## src/hw/rtl/stcb_pkg.sv

```systemverilog
// ----------------------------------------------------------------------------
// stcb_pkg
// Codes, constants and types of the serial to chip bus bridge.
// ----------------------------------------------------------------------------
`default_nettype none

package stcb_pkg;

  typedef enum logic [1:0] {
    OP_TICK        = 2'd0,
    OP_BYTE        = 2'd1,
    OP_FRAME_ERR   = 2'd2,
    OP_OVERRUN_ERR = 2'd3
  } opcode_e;

  typedef enum logic [1:0] {
    EV_BUS_WRITE   = 2'd0,
    EV_RESET_PULSE = 2'd1,
    EV_REPLY       = 2'd2
  } event_e;

  localparam logic [15:0] IDLE_TIMEOUT_RST = 16'd10000;
  localparam logic [15:0] IDLE_COUNT_RST   = 16'd2000;

  localparam logic [7:0] CMD_CHIP_RESET = 8'hFF;
  localparam logic [7:0] SEL_HI_MASK    = 8'hF0;
  localparam logic [7:0] SEL_LO_MASK    = 8'h0F;
  localparam logic [7:0] SEL_LOW_ZERO   = 8'h01;
  localparam logic [7:0] SEL_LOW_ONE    = 8'h05;
  localparam logic [7:0] SEL_LOW_MANY   = 8'h09;
  localparam logic [7:0] CTL_DATA_BITS  = 8'h03;
  localparam logic [7:0] CTL_RESET      = 8'h81;
  localparam logic [7:0] REPLY_O        = 8'h4F;
  localparam logic [7:0] REPLY_K        = 8'h4B;

  // one queued burst: a single bus write, or the reset pulse + "OK" reply
  typedef struct packed {
    logic       rst_burst;
    logic [7:0] data;
    logic [7:0] ctl;
  } burst_t;

endpackage

`default_nettype wire

```

## src/hw/rtl/stcb_if.sv

```systemverilog
// ----------------------------------------------------------------------------
// stcb_in_if / stcb_out_if
// Valid/ready channels carrying input items and result items.
// ----------------------------------------------------------------------------
`default_nettype none

interface stcb_in_if;
  logic       valid;
  logic       ready;
  logic [1:0] opcode;
  logic [7:0] rx_byte;

  modport source (output valid, output opcode, output rx_byte, input ready);
  modport sink   (input valid, input opcode, input rx_byte, output ready);
endinterface

interface stcb_out_if;
  logic       valid;
  logic       ready;
  logic [1:0] event_res;
  logic [7:0] bus_data;
  logic [7:0] control;
  logic [7:0] reply_byte;
  logic       last;

  modport source (output valid, output event_res, output bus_data, output control,
                  output reply_byte, output last, input ready);
  modport sink   (input valid, input event_res, input bus_data, input control,
                  input reply_byte, input last, output ready);
endinterface

`default_nettype wire

```

## src/hw/rtl/serial_to_chip_bus_bridge_core.sv

```systemverilog
// ----------------------------------------------------------------------------
// serial_to_chip_bus_bridge_core
// Turns received serial bytes and timer ticks into chip bus writes,
// chip reset pulses and serial reply bytes.
// ----------------------------------------------------------------------------
// The bridge takes one input transaction per clock. Phase state, select
// latch and idle timer update in the cycle the transaction is accepted;
// any results it causes go into a two-entry burst queue that feeds the
// output channel. An address or data byte gives one bus-write transaction;
// the chip reset command (0xFF in the command phase) gives three output
// transactions (reset pulse, 'O', 'K'). Ticks, error
// bytes and select bytes give nothing. Input ready drops only while both
// queue entries are occupied, so sustained throughput is one input per
// cycle as long as the sink takes results, limited only by the output
// port's one transaction per cycle during reset bursts. Configuration
// (idle timeout, 16 bits) is written through cfg_we_i/cfg_data_i.
// ----------------------------------------------------------------------------
`default_nettype none

module serial_to_chip_bus_bridge_core (
  input  wire logic        clk_i,
  input  wire logic        rst_ni,
  input  wire logic        cfg_we_i,
  input  wire logic [15:0] cfg_data_i,
  stcb_in_if.sink          in_i,
  stcb_out_if.source       out_o
);

  typedef enum logic [1:0] {
    PH_CMD  = 2'd0,
    PH_ADDR = 2'd1,
    PH_DATA = 2'd2
  } phase_e;

  // architectural state
  phase_e      phase_q, phase_d;
  logic [7:0]  sel_q, sel_d;
  logic [15:0] idle_q, idle_d;
  logic [15:0] timeout_q;

  // burst queue
  stcb_pkg::burst_t q_mem_q [2];
  logic             wr_ptr_q, rd_ptr_q;
  logic [1:0]       cnt_q;
  logic [1:0]       idx_q;   // position inside a reset burst

  logic              in_acc, out_acc, push, pop;
  stcb_pkg::burst_t  push_entry, head;
  stcb_pkg::opcode_e op;
  logic [15:0]       idle_dec;
  logic [7:0]        low_nib;

  assign op      = stcb_pkg::opcode_e'(in_i.opcode);
  assign in_acc  = in_i.valid && in_i.ready;
  assign out_acc = out_o.valid && out_o.ready;
  assign idle_dec = idle_q - 16'd1;
  assign low_nib  = in_i.rx_byte & stcb_pkg::SEL_LO_MASK;

  // ---------------------------------------------------------------------------
  // Phase / timer update and burst generation
  // ---------------------------------------------------------------------------
  always_comb begin
    phase_d    = phase_q;
    sel_d      = sel_q;
    idle_d     = idle_q;
    push       = 1'b0;
    push_entry = '{rst_burst: 1'b0, data: in_i.rx_byte, ctl: sel_q};
    if (in_acc) begin
      unique case (op)
        stcb_pkg::OP_TICK: begin
          // idle timer expiry pulls the bridge back to command phase
          if (idle_dec == 16'd0) begin
            phase_d = PH_CMD;
            idle_d  = timeout_q;
          end else begin
            idle_d  = idle_dec;
          end
        end
        stcb_pkg::OP_BYTE: begin
          idle_d = timeout_q;
          case (phase_q)
            PH_ADDR: begin
              push    = 1'b1;   // address write, A0 low
              phase_d = PH_DATA;
            end
            PH_DATA: begin
              push           = 1'b1;   // data write, A0 and strobe bits set
              push_entry.ctl = sel_q | stcb_pkg::CTL_DATA_BITS;
              phase_d        = PH_CMD;
            end
            default: begin
              // command phase (the unused phase code behaves the same)
              if (in_i.rx_byte == stcb_pkg::CMD_CHIP_RESET) begin
                push                 = 1'b1;
                push_entry.rst_burst = 1'b1;
                phase_d              = PH_CMD;
              end else begin
                if (low_nib == 8'd0) begin
                  sel_d = (in_i.rx_byte & stcb_pkg::SEL_HI_MASK) | stcb_pkg::SEL_LOW_ZERO;
                end else if (low_nib == 8'd1) begin
                  sel_d = (in_i.rx_byte & stcb_pkg::SEL_HI_MASK) | stcb_pkg::SEL_LOW_ONE;
                end else begin
                  sel_d = (in_i.rx_byte & stcb_pkg::SEL_HI_MASK) | stcb_pkg::SEL_LOW_MANY;
                end
                phase_d = PH_ADDR;
              end
            end
          endcase
        end
        stcb_pkg::OP_FRAME_ERR, stcb_pkg::OP_OVERRUN_ERR: begin
          idle_d = timeout_q;   // byte dropped, link still counts as active
        end
      endcase
    end
  end

  // ---------------------------------------------------------------------------
  // Output side: head of queue expanded into result transactions
  // ---------------------------------------------------------------------------
  assign head        = q_mem_q[rd_ptr_q];
  assign in_i.ready  = (cnt_q != 2'd2);
  assign out_o.valid = (cnt_q != 2'd0);

  always_comb begin
    out_o.event_res  = stcb_pkg::EV_BUS_WRITE;
    out_o.bus_data   = head.data;
    out_o.control    = head.ctl;
    out_o.reply_byte = 8'd0;
    out_o.last       = 1'b1;
    if (head.rst_burst) begin
      out_o.bus_data = 8'd0;
      out_o.control  = 8'd0;
      unique case (idx_q)
        2'd0: begin
          out_o.event_res = stcb_pkg::EV_RESET_PULSE;
          out_o.control   = stcb_pkg::CTL_RESET;
          out_o.last      = 1'b0;
        end
        2'd1: begin
          out_o.event_res  = stcb_pkg::EV_REPLY;
          out_o.reply_byte = stcb_pkg::REPLY_O;
          out_o.last       = 1'b0;
        end
        default: begin
          out_o.event_res  = stcb_pkg::EV_REPLY;
          out_o.reply_byte = stcb_pkg::REPLY_K;
        end
      endcase
    end
  end

  assign pop = out_acc && out_o.last;

  // ---------------------------------------------------------------------------
  // Registers
  // ---------------------------------------------------------------------------
  always_ff @(posedge clk_i or negedge rst_ni) begin
    if (!rst_ni) begin
      phase_q   <= PH_CMD;
      sel_q     <= 8'd0;
      idle_q    <= stcb_pkg::IDLE_COUNT_RST;
      timeout_q <= stcb_pkg::IDLE_TIMEOUT_RST;
      wr_ptr_q  <= 1'b0;
      rd_ptr_q  <= 1'b0;
      cnt_q     <= 2'd0;
      idx_q     <= 2'd0;
    end else begin
      phase_q <= phase_d;
      sel_q   <= sel_d;
      idle_q  <= idle_d;
      if (cfg_we_i) begin
        timeout_q <= cfg_data_i;
      end
      if (push) begin
        wr_ptr_q <= ~wr_ptr_q;
      end
      if (pop) begin
        rd_ptr_q <= ~rd_ptr_q;
      end
      if (push && !pop) begin
        cnt_q <= cnt_q + 2'd1;
      end else if (pop && !push) begin
        cnt_q <= cnt_q - 2'd1;
      end
      if (out_acc) begin
        idx_q <= out_o.last ? 2'd0 : idx_q + 2'd1;
      end
    end
  end

  // queue storage, no reset needed
  always_ff @(posedge clk_i) begin
    if (push) begin
      q_mem_q[wr_ptr_q] <= push_entry;
    end
  end

endmodule

`default_nettype wire

```

## src/flat_wrapper.sv

```systemverilog
// flat-port wrapper written by rule: the top's interface ports become plain ports
module serial_to_chip_bus_bridge_core_flat 
  (clk_i, rst_ni, cfg_we_i, cfg_data_i, in_i_valid, in_i_opcode, in_i_rx_byte, in_i_ready, out_o_valid, out_o_event_res, out_o_bus_data, out_o_control, out_o_reply_byte, out_o_last, out_o_ready);
  stcb_in_if in_i_i ();
  stcb_out_if out_o_i ();
  input  wire logic clk_i;
  input  wire logic rst_ni;
  input  wire logic cfg_we_i;
  input  wire logic [15:0] cfg_data_i;
  input wire logic [$bits(in_i_i.valid)-1:0] in_i_valid;
  input wire logic [$bits(in_i_i.opcode)-1:0] in_i_opcode;
  input wire logic [$bits(in_i_i.rx_byte)-1:0] in_i_rx_byte;
  output wire logic [$bits(in_i_i.ready)-1:0] in_i_ready;
  output wire logic [$bits(out_o_i.valid)-1:0] out_o_valid;
  output wire logic [$bits(out_o_i.event_res)-1:0] out_o_event_res;
  output wire logic [$bits(out_o_i.bus_data)-1:0] out_o_bus_data;
  output wire logic [$bits(out_o_i.control)-1:0] out_o_control;
  output wire logic [$bits(out_o_i.reply_byte)-1:0] out_o_reply_byte;
  output wire logic [$bits(out_o_i.last)-1:0] out_o_last;
  input wire logic [$bits(out_o_i.ready)-1:0] out_o_ready;
  assign in_i_i.valid = in_i_valid;
  assign in_i_i.opcode = in_i_opcode;
  assign in_i_i.rx_byte = in_i_rx_byte;
  assign in_i_ready = in_i_i.ready;
  assign out_o_valid = out_o_i.valid;
  assign out_o_event_res = out_o_i.event_res;
  assign out_o_bus_data = out_o_i.bus_data;
  assign out_o_control = out_o_i.control;
  assign out_o_reply_byte = out_o_i.reply_byte;
  assign out_o_last = out_o_i.last;
  assign out_o_i.ready = out_o_ready;
  serial_to_chip_bus_bridge_core u_core (.clk_i(clk_i), .rst_ni(rst_ni), .cfg_we_i(cfg_we_i), .cfg_data_i(cfg_data_i), .in_i(in_i_i), .out_o(out_o_i));
endmodule
```

## config.mk

```make
export PLATFORM = sky130hd
export DESIGN_NAME = serial_to_chip_bus_bridge_core_flat
export DESIGN_NICKNAME = d
export VERILOG_FILES = /design/src/hw/rtl/stcb_pkg.sv /design/src/hw/rtl/stcb_if.sv /design/src/hw/rtl/serial_to_chip_bus_bridge_core.sv /design/src/flat_wrapper.sv
export SDC_FILE = /design/constraint.sdc
export NUM_CORES = 1
export LEC_CHECK = 0
export ABC_AREA = 1
export BUFFER_PORTS_ARGS = -buffer_cell sky130_fd_sc_hd__buf_2
export CAP_MARGIN = 20
export CORE_ASPECT_RATIO = 1.75
export CORE_MARGIN = 4
export CORE_UTILIZATION = 30
export DETAILED_ROUTE_END_ITERATION = 16
export HOLD_SLACK_MARGIN = 0.1
export PLACE_DENSITY = 0.58
export SLEW_MARGIN = 20
export SYNTH_ARGS = -nofsm -noshare
export SYNTH_HDL_FRONTEND = slang
export SYNTH_SLANG_ARGS = --single-unit
```

## constraint.sdc

```tcl
create_clock -name clk_i -period 2.9 [get_ports clk_i]
set_input_delay 0.145 -clock clk_i [delete_from_list [all_inputs] [get_ports clk_i]]
set_output_delay 0.145 -clock clk_i [all_outputs]
set_load 0.01 [all_outputs]
```

==> results.md <==
* Post-Route WL at roughly 9000 um
* Clock latency on the worst-skew pair at between 0.3 and 0.4 ns
* Synthesized area at 4320 um2
* Final hold violation count at 0
* CP arrival at 2.54 ns
* DP Cell Count at around 730
* CTS H-tree lvls at 3
* GRT Residual Overflow at 0
* Clock root cell: clkbuf_16
* RSZ-0062 raised after global routing: no
* Top cells by area, synth: edfxtp_1 (24%), dfrtp_1 (21%), nand2_1 (15%)
* Fillcell total at 1,456
* Final setup viols at 0
* Clock sinks at 81
* Ant. Diodes at 0
* I/O Buffers at 56
* Dpl hpwl at 6880 um
* Netlist cell types at 33
* Clock buffer depth at 2
* Post-synth EDFFs at 34
* Crit path max-delay family: simple AND/OR/NAND/NOR gates
* Register area share after synthesis at around half
* Max-cap violations at 0
* Area grow syn2layout at 24.0%
* CP bufs+invs at 1
* Layout Utilization at 38.4%
* Clk pin slew, worst setup/hold paths at approximately 0.06 ns
* Clock Skew at 0.00599 ns
* Fin crit share at about four fifths
* Global-route wire length before repair at 15,900 um
* CP Launch Type: register
* Hold crit path type: primary input to register
* # rows at 57
* Rel. slew slack at 45.5%
* Layout cell share with drive strength beyond 1 at 25.9%
* Post-CTS sizing at 0
* Largest stage delay, worst path at 0.41 ns
* I/O Pins at 60
* CP Class: register to register
* Power per standard cell area at 905 nW/um2
* Initial core utilization at between 30% and 40%
* Largest net degree at the start of global routing at 48
* Data required time of the critical path at 3.13 ns
* Drt pass-1 iters at 4
* Routability cong. at 0.829
* Most used cell, CP: nand2_1
* Die ar. at roughly 16,000 um2
* Max FO, Critical Path at 18
* Die H at 167 um
* Slew @ Worst Pin at 0.817 ns
* Yosys top cell area share at 23.6%
* Cells after Synth at 508
* Asr flop ratio synth at between 50% and 60%
* Fmax at approximately 430 MHz
* Max-slew violations at 0
* Number of synthesis warnings at 0
* # DRC at 0
* Via count at 3,372
* Critical path's slowest cell: dfrtp_1
* Antenna Nets Post-Route at 0
* Average size of a mapped cell at 8.51 um2
* Core Box Area at 14,000 um2
* DR vias/cell at around 4.4
* Fin cells at 772
* Wire per inst at 11.9 um
* Antenna violations before repair at 0
* Max IR drop VDD at approximately 0.4 mV
* Min Clock Period, post-route at 2.31 ns
* FF+latch count, synth at 81
* TritonCTS clock tree: built
* Total GRT Usage at 11.9%
* Worst Setup End Kind: register
* Fin nets at 628
* Starting DRT DRC Count at 64
* Total CTS buffers at 9
* Status: complete, no violations
* Vias in the first global route at 3,437
* Crit path cell chain: inv_1, ha_1, nand2_2, nor2_4, nand2_2, nand2_1, nand2_1, nor2_2, nand2_2, nor2_4, nand2_4, nand2_8, nand2_1, nand3_1, nand2_1
* Setup_tns at 0 ns
* P_leak at 2.63 nW
* Top-count cell post-synth: nand2_1
* Cell accounting for the most synthesized area: edfxtp_1
* Most instantiated cells after synthesis: nand2_1 (168), inv_1 (71), dfrtp_1 (36)
* Die W at 98.8 um
* Main synth FF type: dfrtp_1
[area by class of cell]
class	count	area (um2)	area share [%]
clock buffer	9	225	4.20
clock inverter	7	126	2.36
inverter	75	282	5.25
multi-input combinational	335	1710	32.0
sequential	81	2210	41.2
tap	177	221	4.13
timing repair buffer	88	583	10.9
[layout by cell type (no fill, tap or decap), drive strengths merged, types with 3 or more instances in the layout]
master and instances:
nand2 198, inv 75, buf 63, nor2 43
nand3 39, dfrtp 36, edfxtp 34, o21ai 26
dlygate4sd3 25, dfstp 11, clkbuf 9, ha 7
nand4 4, nand3b 4, conb 3, bufinv 3
clkinv 3
[kinds of logic (layout without fill, tap and decap cells)]
family / count (synthesis) / in the layout / synth area share (%)
simple gates: 290 / 290 / 32.7
buf+inv: 94 / 179 / 9.40
flops: 81 / 81 / 51.1
compound gates: 30 / 30 / 3.62
fa+ha+maj: 7 / 7 / 2.03
xor+xnor: 4 / 4 / 0.810
other cells: 1 / 3 / 0.0867
mux: 1 / 1 / 0.231
[registers in the layout, indices dropped and copies added (netlist names)]
signal,flops
u_core.rd_ptr_q,1
u_core.wr_ptr_q,1
u_core.q_mem_q,34
u_core.idx_q,2
u_core.sel_q,7
u_core.cnt_q,2
u_core.phase_q,2
u_core.timeout_q,16
u_core.idle_q,16
[final timing paths]
kind                                        from                   end  slack (ns)  cells after the start
worst max register to register  u_core.idle_q[0]      u_core.idle_q[3]        0.59                     15
worst max-delay path            u_core.idle_q[0]      u_core.idle_q[3]        0.59                     15
worst min-delay path                 out_o_ready       u_core.idx_q[0]        0.14                      4
min in group asynchronous                 rst_ni  u_core.timeout_q[11]        0.44                      3
worst min register to register   u_core.sel_q[0]       u_core.sel_q[0]        0.45                      2
max in group asynchronous                 rst_ni       u_core.cnt_q[0]        2.03                      3
[worst reg2reg max path: stages (launching register included)]
cell and delay [ns]:
dfrtp_1 0.41, inv_1 0.12, ha_1 0.25, nand2_2 0.13, nor2_4 0.19, nand2_2 0.06
nand2_1 0.06, nand2_1 0.11, nor2_2 0.11, nand2_2 0.07, nor2_4 0.09, nand2_4 0.18
nand2_8 0.21, nand2_1 0.07, nand3_1 0.07, nand2_1 0.06
[layer usage]
layer | share of wire, % | global-route usage [%] | routed length (um)
met1 | 38 | 12.2 | 3490
met5 | 0 | 0 | 0
met2 | 56 | 22.5 | 5180
met4 | 2.5 | 5.59 | 229
met3 | 3.5 | 2.13 | 325
[per-stage QoR]
stage | power, mW | setup WS [ns] | hold slack (ns) | cell area [um2]
2_1_floorplan | 3.04 | 0.492 | -0.151 | 4330
3_3_place_gp | 3.49 | 0.688 | 0.287 | 4760
3_5_place_dp | 3.55 | 0.605 | 0.298 | 4760
4_1_cts | 4.92 | 0.571 | 0.138 | 5360
5_1_grt | 5.26 | 0.393 | 0.183 | 5360
6_report | 4.86 | 0.588 | 0.135 | 5360
[repair_timing]
item | in CTS | in global routing
hold buffers | 25 | 0
setup buffers | 0 | 0
endpoints found under the hold margin | 73 | 0
[where the power goes]
part           internal [mW]  switching (mW)  leakage (nW)
Clock                  0.851           0.475         0.168
Combinational          0.645            1.15          1.60
Sequential              1.51           0.223         0.862
No activity file was read; power rests on OpenSTA's default activity.
